[config.mk]
export PLATFORM = sky130hd
export DESIGN_NAME = rotation_matrix_to_quaternion_top
export DESIGN_NICKNAME = d
export VERILOG_FILES = /design/src/rtl/rmq_pkg.sv /design/src/rtl/rmq_isqrt_pipe.sv /design/src/rtl/rotation_matrix_to_quaternion_top.sv
export SDC_FILE = /design/constraint.sdc
export NUM_CORES = 2
export LEC_CHECK = 0
export BUFFER_PORTS_ARGS = -buffer_cell sky130_fd_sc_hd__buf_2
export CAP_MARGIN = 25
export CELL_PAD_IN_SITES_DETAIL_PLACEMENT = 0
export CELL_PAD_IN_SITES_GLOBAL_PLACEMENT = 1
export CORE_MARGIN = 8
export CORE_UTILIZATION = 40
export CTS_CLUSTER_SIZE = 12
export DETAILED_ROUTE_END_ITERATION = 6
export PLACE_DENSITY_LB_ADDON = 0.08
export SYNTH_ARGS = -nofsm -noshare
export SYNTH_HDL_FRONTEND = slang
export SYNTH_SLANG_ARGS = --single-unit
[constraint.sdc]
create_clock -name aclk -period 60.7 [get_ports aclk]
set_input_delay 6.07 -clock aclk [delete_from_list [all_inputs] [get_ports aclk]]
set_output_delay 6.07 -clock aclk [all_outputs]
set_load 0.05 [all_outputs]
[src/rtl/rmq_pkg.sv]
// Shared types and constants for the rotation matrix to quaternion block.
package rmq_pkg;

    // Radicand bits consumed by one square-root digit step.
    localparam int DIGIT_BITS = 2;

    // Sign of an off-diagonal difference.
    typedef enum logic [1:0] {
        SGN_ZERO = 2'd0,
        SGN_POS  = 2'd1,
        SGN_NEG  = 2'd2
    } sign_t;

    // Signs of the three vector parts, carried alongside the square roots.
    typedef struct packed {
        sign_t sx;
        sign_t sy;
        sign_t sz;
    } signs_t;

endpackage

[src/rtl/rmq_isqrt_pipe.sv]
// Pipelined integer square root, one root bit per register stage.
module rmq_isqrt_pipe #(
    parameter int ROOT_BITS = 15
) (
    input  logic                     aclk,
    input  logic                     en,
    input  logic [2*ROOT_BITS-1:0]   in_rad,
    input  logic                     in_sat,
    output logic [ROOT_BITS-1:0]     out_root,
    output logic                     out_sat
);

    localparam int D     = rmq_pkg::DIGIT_BITS;
    localparam int RAD_W = 2 * ROOT_BITS;
    localparam int REM_W = ROOT_BITS + 2;

    logic [RAD_W-1:0]     rad_reg  [0:ROOT_BITS-1];
    logic [REM_W-1:0]     rem_reg  [1:ROOT_BITS-1];
    logic [ROOT_BITS-1:0] root_reg [1:ROOT_BITS];
    logic                 sat_reg  [0:ROOT_BITS];

    // Entry stage holds the radicand and the saturation flag.
    always_ff @(posedge aclk) begin
        if (en) begin
            rad_reg[0] <= in_rad;
            sat_reg[0] <= in_sat;
        end
    end

    // Each stage brings down two radicand bits and decides one root bit.
    for (genvar k = 0; k < ROOT_BITS; k++) begin : g_step
        logic [REM_W-1:0]     rem_cur;
        logic [REM_W-1:0]     rem_shift;
        logic [REM_W-1:0]     trial;
        logic [ROOT_BITS-1:0] root_cur;
        logic [ROOT_BITS-1:0] root_next;
        logic                 ge;

        if (k == 0) begin : g_first
            assign rem_cur  = '0;
            assign root_cur = '0;
        end else begin : g_rest
            assign rem_cur  = rem_reg[k];
            assign root_cur = root_reg[k];
        end

        assign rem_shift = {rem_cur[REM_W-D-1:0], rad_reg[k][RAD_W-1 -: D]};
        assign trial     = {root_cur, {(D-1){1'b0}}, 1'b1};
        assign ge        = (rem_shift >= trial);
        assign root_next = {root_cur[ROOT_BITS-2:0], ge};

        always_ff @(posedge aclk) begin
            if (en) begin
                root_reg[k+1] <= root_next;
                sat_reg[k+1]  <= sat_reg[k];
            end
        end

        // The last stage passes on no remainder or radicand.
        if (k < ROOT_BITS-1) begin : g_carry
            logic [REM_W-1:0] rem_next;

            assign rem_next = ge ? (rem_shift - trial) : rem_shift;

            always_ff @(posedge aclk) begin
                if (en) begin
                    rem_reg[k+1] <= rem_next;
                    rad_reg[k+1] <= rad_reg[k] << D;
                end
            end
        end
    end

    assign out_root = root_reg[ROOT_BITS];
    assign out_sat  = sat_reg[ROOT_BITS];

endmodule

[src/rtl/rotation_matrix_to_quaternion_top.sv]
// Top level of the rotation matrix to quaternion converter.
//
//  channel   direction  ports                     handshake
//  s_        in         s_m00 .. s_m22 (Q1.14)    s_valid / s_ready
//  m_        out        m_qw, m_qx, m_qy, m_qz    m_valid / m_ready
//
// One item enters per cycle while the output is not held; each result passes the
// entry register, the square-root pipeline, which resolves one root bit per stage
// over FRAC_BITS + 1 stages, and the output register.
// Reset clears only the valid bits. When m_ready is low with a result waiting,
// the whole pipeline holds and s_ready drops; nothing is lost or repeated.
module rotation_matrix_to_quaternion_top #(
    parameter int FRAC_BITS = 14
) (
    input  logic               aclk,
    input  logic               aresetn,
    input  logic               s_valid,
    output logic               s_ready,
    input  logic signed [15:0] s_m00,
    input  logic signed [15:0] s_m01,
    input  logic signed [15:0] s_m02,
    input  logic signed [15:0] s_m10,
    input  logic signed [15:0] s_m11,
    input  logic signed [15:0] s_m12,
    input  logic signed [15:0] s_m20,
    input  logic signed [15:0] s_m21,
    input  logic signed [15:0] s_m22,
    output logic               m_valid,
    input  logic               m_ready,
    output logic [14:0]        m_qw,
    output logic signed [15:0] m_qx,
    output logic signed [15:0] m_qy,
    output logic signed [15:0] m_qz
);

    localparam int ROOT_BITS = FRAC_BITS + 1;
    localparam int RAD_W     = 2 * ROOT_BITS;
    localparam int SUM_W     = ((FRAC_BITS > 15) ? FRAC_BITS : 15) + 4;
    localparam int MAG_W     = FRAC_BITS + 1;
    localparam int LANES     = 4;

    localparam logic signed [SUM_W-1:0] ONE_S  = SUM_W'(1) <<< FRAC_BITS;
    localparam logic signed [SUM_W-1:0] FOUR_S = SUM_W'(4) <<< FRAC_BITS;
    localparam logic [MAG_W-1:0]        ONE_M  = MAG_W'(1) << FRAC_BITS;

    // Sign of a 17-bit difference.
    function automatic rmq_pkg::sign_t sign_of(input logic signed [16:0] d);
        rmq_pkg::sign_t s;
        if (d == '0) begin
            s = rmq_pkg::SGN_ZERO;
        end else if (d[16]) begin
            s = rmq_pkg::SGN_NEG;
        end else begin
            s = rmq_pkg::SGN_POS;
        end
        return s;
    endfunction

    // Apply a sign code to a magnitude and cut it to the field width.
    function automatic logic [15:0] apply_sign(input logic [MAG_W-1:0] mag,
                                               input rmq_pkg::sign_t s);
        logic [63:0] mag64;
        logic [63:0] val;
        mag64 = 64'(mag);
        unique case (s)
            rmq_pkg::SGN_POS: val = mag64;
            rmq_pkg::SGN_NEG: val = 64'(0) - mag64;
            default:          val = '0;
        endcase
        return val[15:0];
    endfunction

    logic                 adv;
    logic                 valid_reg [0:ROOT_BITS];
    rmq_pkg::signs_t      signs_reg [0:ROOT_BITS];
    rmq_pkg::signs_t      signs_next;

    logic signed [SUM_W-1:0] e00, e11, e22;
    logic signed [SUM_W-1:0] rsum     [LANES];
    logic [RAD_W-1:0]        lane_rad [LANES];
    logic                    lane_sat [LANES];
    logic [ROOT_BITS-1:0]    lane_root[LANES];
    logic                    lane_osat[LANES];
    logic [MAG_W-1:0]        lane_mag [LANES];

    logic                    m_valid_reg;
    logic [14:0]             m_qw_reg;
    logic [15:0]             m_qx_reg, m_qy_reg, m_qz_reg;
    logic [14:0]             qw_next;
    logic [15:0]             qx_next, qy_next, qz_next;
    logic [63:0]             qw_wide;

    // The pipeline moves whenever the output register is empty or being taken.
    assign adv     = !m_valid_reg || m_ready;
    assign s_ready = adv;

    // Radicands for the four diagonal sign patterns.
    assign e00 = SUM_W'(s_m00);
    assign e11 = SUM_W'(s_m11);
    assign e22 = SUM_W'(s_m22);

    assign rsum[0] = ONE_S + e00 + e11 + e22;
    assign rsum[1] = ONE_S + e00 - e11 - e22;
    assign rsum[2] = ONE_S - e00 + e11 - e22;
    assign rsum[3] = ONE_S - e00 - e11 + e22;

    // Clamp each radicand to 0 .. 4.0 and scale it by 2^FRAC_BITS.
    for (genvar i = 0; i < LANES; i++) begin : g_lane
        logic neg;

        assign neg         = rsum[i][SUM_W-1];
        assign lane_sat[i] = !neg && (rsum[i] >= FOUR_S);
        assign lane_rad[i] = (neg || lane_sat[i]) ? '0 :
                             {rsum[i][FRAC_BITS+1:0], {FRAC_BITS{1'b0}}};

        rmq_isqrt_pipe #(
            .ROOT_BITS (ROOT_BITS)
        ) u_isqrt (
            .aclk     (aclk),
            .en       (adv),
            .in_rad   (lane_rad[i]),
            .in_sat   (lane_sat[i]),
            .out_root (lane_root[i]),
            .out_sat  (lane_osat[i])
        );

        assign lane_mag[i] = lane_osat[i] ? ONE_M :
                             {1'b0, lane_root[i][ROOT_BITS-1:1]};
    end

    // Signs of the off-diagonal differences.
    always_comb begin
        signs_next.sx = sign_of(17'(s_m21) - 17'(s_m12));
        signs_next.sy = sign_of(17'(s_m02) - 17'(s_m20));
        signs_next.sz = sign_of(17'(s_m10) - 17'(s_m01));
    end

    // Valid bits and signs travel in step with the square-root stages.
    always_ff @(posedge aclk) begin
        if (!aresetn) begin
            for (int k = 0; k <= ROOT_BITS; k++) begin
                valid_reg[k] <= 1'b0;
            end
        end else if (adv) begin
            valid_reg[0] <= s_valid;
            for (int k = 1; k <= ROOT_BITS; k++) begin
                valid_reg[k] <= valid_reg[k-1];
            end
        end
    end

    always_ff @(posedge aclk) begin
        if (adv) begin
            signs_reg[0] <= signs_next;
            for (int k = 1; k <= ROOT_BITS; k++) begin
                signs_reg[k] <= signs_reg[k-1];
            end
        end
    end

    // Format the result item.
    always_comb begin
        qw_wide = 64'(lane_mag[0]);
        qw_next = qw_wide[14:0];
        qx_next = apply_sign(lane_mag[1], signs_reg[ROOT_BITS].sx);
        qy_next = apply_sign(lane_mag[2], signs_reg[ROOT_BITS].sy);
        qz_next = apply_sign(lane_mag[3], signs_reg[ROOT_BITS].sz);
    end

    // Output register.
    always_ff @(posedge aclk) begin
        if (!aresetn) begin
            m_valid_reg <= 1'b0;
        end else if (adv) begin
            m_valid_reg <= valid_reg[ROOT_BITS];
        end
    end

    always_ff @(posedge aclk) begin
        if (adv) begin
            m_qw_reg <= qw_next;
            m_qx_reg <= qx_next;
            m_qy_reg <= qy_next;
            m_qz_reg <= qz_next;
        end
    end

    assign m_valid = m_valid_reg;
    assign m_qw    = m_qw_reg;
    assign m_qx    = m_qx_reg;
    assign m_qy    = m_qy_reg;
    assign m_qz    = m_qz_reg;

endmodule

=== Word level (Yosys, flattened, before mapping) ===
Memories as Yosys holds them, arrays and structs flattened. A register that Yosys moved wholly into a read port is not among the register bits.
Cells that the tools add are included.

* Register bits: 63
* Bits in writable memories: 3828
* Input bits: 148
* Output and inout bits: 65
* Memories: 18

* Add/subtract/negate cells: 72
* Magnitude comparators: 64
* Equal/unequal tests: 6
* Mux-type cells: 94
* Bitwise gates (word level): 16
* Reduce and logical (&&, ||, !) cells: 18

{| class="wikitable"
|+ Memory list
! memory !! words !! bits a word !! read ports !! clocked after Yosys merged registers in !! wr ports !! line !! text
|-
| g_lane[0].u_isqrt.rad_reg || 15 || 30 || 15 || 0 || 15 || rmq_isqrt_pipe.sv:17 || <nowiki>logic [RAD_W-1:0] rad_reg [0:ROOT_BITS-1];</nowiki>
|-
| g_lane[1].u_isqrt.rad_reg || 15 || 30 || 15 || 0 || 15 || rmq_isqrt_pipe.sv:17 ||
|-
| g_lane[2].u_isqrt.rad_reg || 15 || 30 || 15 || 0 || 15 || rmq_isqrt_pipe.sv:17 ||
|-
| g_lane[3].u_isqrt.rad_reg || 15 || 30 || 15 || 0 || 15 || rmq_isqrt_pipe.sv:17 ||
|-
| g_lane[0].u_isqrt.rem_reg || 14 || 17 || 14 || 0 || 14 || rmq_isqrt_pipe.sv:18 || <nowiki>logic [REM_W-1:0] rem_reg [1:ROOT_BITS-1];</nowiki>
|-
| g_lane[1].u_isqrt.rem_reg || 14 || 17 || 14 || 0 || 14 || rmq_isqrt_pipe.sv:18 ||
|-
| 12 more memories || - || - || - || - || - || - ||
|}

{| class="wikitable"
|+ Operator list
! kind !! count
|-
| 17-bit >= comparator || 56
|-
| 17-bit two-way mux || 56
|-
| 17-bit subtractor || 52
|-
| 30-bit two-way mux || 4
|-
| 16-bit case mux with 2 select lines || 3
|-
| 19-bit by 18-bit >= comparator with 1-bit output (second input constant) || 4
|-
| 15-bit two-way mux || 4
|-
| 17-bit zero test || 3
|-
| 16-bit by 16-bit subtractor with 17-bit output || 3
|-
| 1-bit by 15-bit subtractor with 16-bit output (first input constant) || 3
|-
| 18-bit by 16-bit adder with 19-bit output || 2
|-
| 18-bit by 16-bit subtractor with 19-bit output || 2
|-
| 17-bit by 16-bit adder with 18-bit output || 2
|-
| 17-bit by 16-bit subtractor with 18-bit output || 2
|-
| 1-bit two-way mux || 21
|-
| 16-bit by 16-bit adder with 17-bit output (first input constant) || 1
|-
| 16-bit by 16-bit subtractor with 17-bit output (first input constant) || 1
|-
| 1-bit bitwise OR || 16
|-
| 2-bit two-way mux || 6
|-
| 2-bit by 1-bit subtractor with 3-bit output (second input constant) || 4
|-
| 2-bit by 1-bit >= comparator with 1-bit output (second input constant) || 4
|-
| 2-bit by 1-bit == test with 1-bit output (second input constant) || 3
|-
| 2-bit == test (second input constant) || 3
|-
| 1-bit zero test || 6
|-
| other kinds (2) || 9
|}

=== Longest topological paths before layout ===
* Word-level depth: 7
* Gate-level depth with buffers: 19
* Gate-level depth less buffers: 18

=== By module ===
A second synthesis with hierarchy kept.

* Cells, all modules: 9059
* Area total of the unflattened synthesis: 118026.9 um^2

{| class="wikitable"
|+ Modules (own cells, without submodules)
! module !! instances !! cells an instance !! area an instance (um^2)
|-
| rmq_isqrt_pipe at g_lane[1].u_isqrt ... || 2 || 1870 || 25861.1
|-
| rmq_isqrt_pipe at g_lane[0].u_isqrt || 1 || 1856 || 25440.6
|-
| rmq_isqrt_pipe at g_lane[3].u_isqrt || 1 || 1812 || 25415.6
|-
| rotation_matrix_to_quaternion_top || 1 || 1651 || 15448.6
|}

=== Least setup slack after synthesis ===
OpenSTA, ideal clock, no wires.

* Path kind: input to output
* Start: input m_ready
* End: output s_ready
* Arrival time: 52.264 ns
* Required time: 54.630 ns
* Path slack: 2.366 ns
* Stages on the path: 3
* Cells stage by stage: nor2b_1 inv_1 clkbuf_1

* Cells in the longest elaborated chain, start to end: 1

{| class="wikitable"
|+ Ends and longest elaborated chain
! element !! line !! text
|-
| start: declaration || rotation_matrix_to_quaternion_top.sv:29 || <nowiki>input logic m_ready,</nowiki>
|-
| 1-bit logical OR || rotation_matrix_to_quaternion_top.sv:94 || <nowiki>assign adv = !m_valid_reg || m_ready;</nowiki>
|-
| end: declaration || rotation_matrix_to_quaternion_top.sv:18 || <nowiki>output logic s_ready,</nowiki>
|}

Every way passes these cells.

=== Final worst setup path ===
Same ends and word-level chain as after synthesis.

==> results.py <==
metrics = {
    "worst_setup_path": {
        "crit_family": "buffers and inverters",
        "r2r-end": "signs_reg[0][0]",
        "crit_chain": "buf_2 -> nor2b_1 -> inv_8 -> buf_2",
        "path_class": "primary input to output pin",
        "cpMaxStageDelayCell": "nor2b_1",
        "path_common_cell": "buf_2",
        "worstPathArrival_ns": 7.24,
        "cp_max_fo": 67,
        "start_kind": "primary input",
        "r2r-start": "m_valid",
        "path_buf_inv": 3,
        "crit_path_end_kind": "output pin",
        "required_ns": 54.63,
        "r2r_slack_ns": 55.34,
        "reg2reg_depth": 7,
        "slowest_delay_ns": 0.42,
    },
    "cells_and_area": {
        "final_cells": 10300,
        "syn_to_final_growth_pct": 12.3,
        "largest_reg_flops": 700,
        "fill_cells": 19600,
        "fin_nets": 8140,
        "layout-drive-gt1-share_pct": 9.24,
    },
    "die": {
        "num_rows": 171,
        "ios": 213,
        "initial_core_util_pct": 40.0,
        "floorplan.die_area_um2": 232000,
        "die_w_um": 481,
        "core-area_um2": 216000,
        "die_height_um": 481,
    },
    "logic_synthesis": {
        "syn-cell-area_um2": 86600,
        "synth_cell_types": 89,
        "ys_warn_count": 0,
        "synth_commonest_cells": "1694 x edfxtp_1, 715 x inv_1, 565 x ha_1, 528 x nor2_1, 447 x a21oi_1",
        "syn_inst": 6993,
        "async_flop_share_pct": 0,
        "yosys.area.top_type": "edfxtp_1",
        "synth.top_cell.area_share_pct": 58.7,
        "synth.avg_cell_area_um2": 12.4,
        "seq_area_frac_synth_pct": 59.0,
        "ys_ff_latch": 1704,
        "yosysMostFrequentCell": "edfxtp_1",
        "synth_edf_count": 1694,
        "synth_area_leaders": "edfxtp_1 59%, ha_1 8.2%, xnor2_1 3.2%, inv_1 3.1%, a21oi_1 2.6%",
        "ys.flop_type": "edfxtp_1",
    },
    "placement": {
        "hpwl_mm": 113,
        "port-buffer-count": 212,
        "placed_cells": 9994,
        "gp_congestion": 0.836,
    },
    "global_routing": {
        "first_global_vias": 51900,
        "grt_first_pass_wirelength_mm": 254,
        "grt_usage_pct": 13.0,
        "grt_max_degree": 205,
        "grt_overflow": 0,
        "antenna_found_initial": 2,
    },
    "cts": {
        "postCtsHoldBufs": 0,
        "clkSlewWorstSetupHoldPaths_ns": 0.05,
        "htree_levels": 4,
        "clock_latency_ns": 0.82,
        "cts.sinks": 1704,
        "cts_buffer_depth": 3,
        "tritoncts.num_buffers": 189,
        "cts_setup_buffers": 0,
        "cts.repair.resized": 0,
        "cts_tree": "built",
        "cts_root_buffer": "clkbuf_16",
    },
    "sta": {
        "setup_violations": 0,
        "achievable-frequency_mhz": 75.1,
        "hold_viol_final": 0,
        "period_minus_slack_ns": 13.31,
        "worstMarginPinSlew_ns": 1.09,
        "whs_ns": 0.399,
        "setup_tns_ns": 0,
        "timing.final.crit_share_pct": 21.9,
        "max_slew_margin_pct": 27.5,
        "maxSlewViolCount": 0,
        "clock_skew_ns": 0.0278,
        "rsz0062_at_grt": "no",
    },
    "routing": {
        "wl_met2_mm": 73.5,
        "drcViolationCount": 0,
        "initialDrtViolationCount": 2307,
        "wl_met1_mm": 70.4,
        "antenna_left": 0,
        "drt-pass1-iter-count": 5,
        "top_layer": "met4",
        "vias": 51000,
        "wirelength_mm": 154,
        "met3_length_mm": 5.78,
        "routedWlPerCell_um": 14.9,
        "vias_per_cell": 4.93,
    },
    "status": {
        "status": "finished clean",
    },
    "worst_hold_path": {
        "hp-start": "g_lane[1].u_isqrt.rad_reg[0][78]",
        "holdPathEnd": "g_lane[1].u_isqrt.rad_reg[0][110]",
        "hp-class": "flip-flop to flip-flop",
        "hold_depth": 0,
    },
    "power": {
        "leakage_nw": 39.4,
        "power_density_nw_per_um2": 45.5,
        "max-vdd-ir-drop_uv": 25.7,
    },
    "flow_run": {
        "max-cap-violations": 0,
    },
}
==> per-layer routing <==
metal  vias up  track usage [%]
li1      26300                -
met1     23800             16.2
met2       670             22.6
met3       276             2.46
met4         0             4.42
met5         -                0
==> stage by stage <==
step	total power (W)	util (%)	area (µm²)	worst slack (ns)
2_1_floorplan	0.00302	-	86600	2.37
3_3_place_gp	0.00334	42.1	91100	46.91
3_5_place_dp	0.00336	42.1	91200	46.86
4_1_cts	0.00450	44.9	97200	46.85
5_1_grt	0.00474	45.0	97300	47.28
6_report	0.00443	45.0	97300	47.39
==> placed cells by master, fill, tap and decap left out, types with 35 or more instances in the layout <==
master and instances:
edfxtp_1 1694, inv_1 714, ha_1 565, nor2_1 528, a21oi_1 447, nand2_1 330, xnor2_1 313, o21ai_0 277
nor3_1 212, buf_2 212, xor2_1 192, clkbuf_16 191, a21o_1 129, o21a_1 117, mux2_2 113, nor2b_1 99
nand3_1 98, nand2b_1 95, fa_1 92, nor4_1 82, o21bai_1 70, or3_1 58, clkinv_1 46, nand4_1 44
clkbuf_1 42, a211oi_1 40, or2_2 40, a31oi_1 40, o211ai_1 37, a21boi_0 37, clkinv_2 36, and3_1 35
==> power breakdown <==
group / leakage [nW] / internal [W] / switching, W
logic: 19.2 / 0.000590 / 0.000724
registers: 17.2 / 0.00180 / 0.000210
clock network: 2.97 / 0.000645 / 0.000456
total: 39.4 / 0.00304 / 0.00139
==> final cells by class <==
cell class / count / area [µm²] / area share [%]
multi-input cells: 4472 / 32500 / 33.4
inverters: 718 / 2700 / 2.78
diodes: 1 / 2.50 / 0.00257
clock inverters: 111 / 1070 / 1.10
repair buffers: 250 / 1420 / 1.46
clock buffers: 237 / 4990 / 5.13
flip-flops and latches: 1704 / 51100 / 52.5
well taps: 2854 / 3570 / 3.67
==> worst max-delay path by stage <==
stage | from | end | slack [ns] | cells past startpoint
2_1_floorplan | m_ready | s_ready | 2.37 | 3
3_3_place_gp | m_ready | s_ready | 46.91 | 4
3_5_place_dp | m_ready | s_ready | 46.86 | 4
4_1_cts | m_ready | s_ready | 46.85 | 4
5_1_grt | m_ready | s_ready | 47.28 | 4
6_report | m_ready | s_ready | 47.39 | 4
==> cell families (layout without fill, tap and decap cells) <==
logic type               Yosys count  in the layout  share of synthesized area, %
other                              1              5                       0.00433
buffers and inverters            820           1316                          3.58
XOR/XNOR                         505            505                          5.11
multiplexers                     129            129                          1.66
adder cells (fa/ha/maj)          657            657                          10.3
AND/OR/NAND/NOR                 1781           1781                          10.2
AO/OA/AOI/OAI                   1396           1396                          10.2
flip-flops                      1704           1704                          59.0
Note: power is estimated with default switching activity, not from simulation.
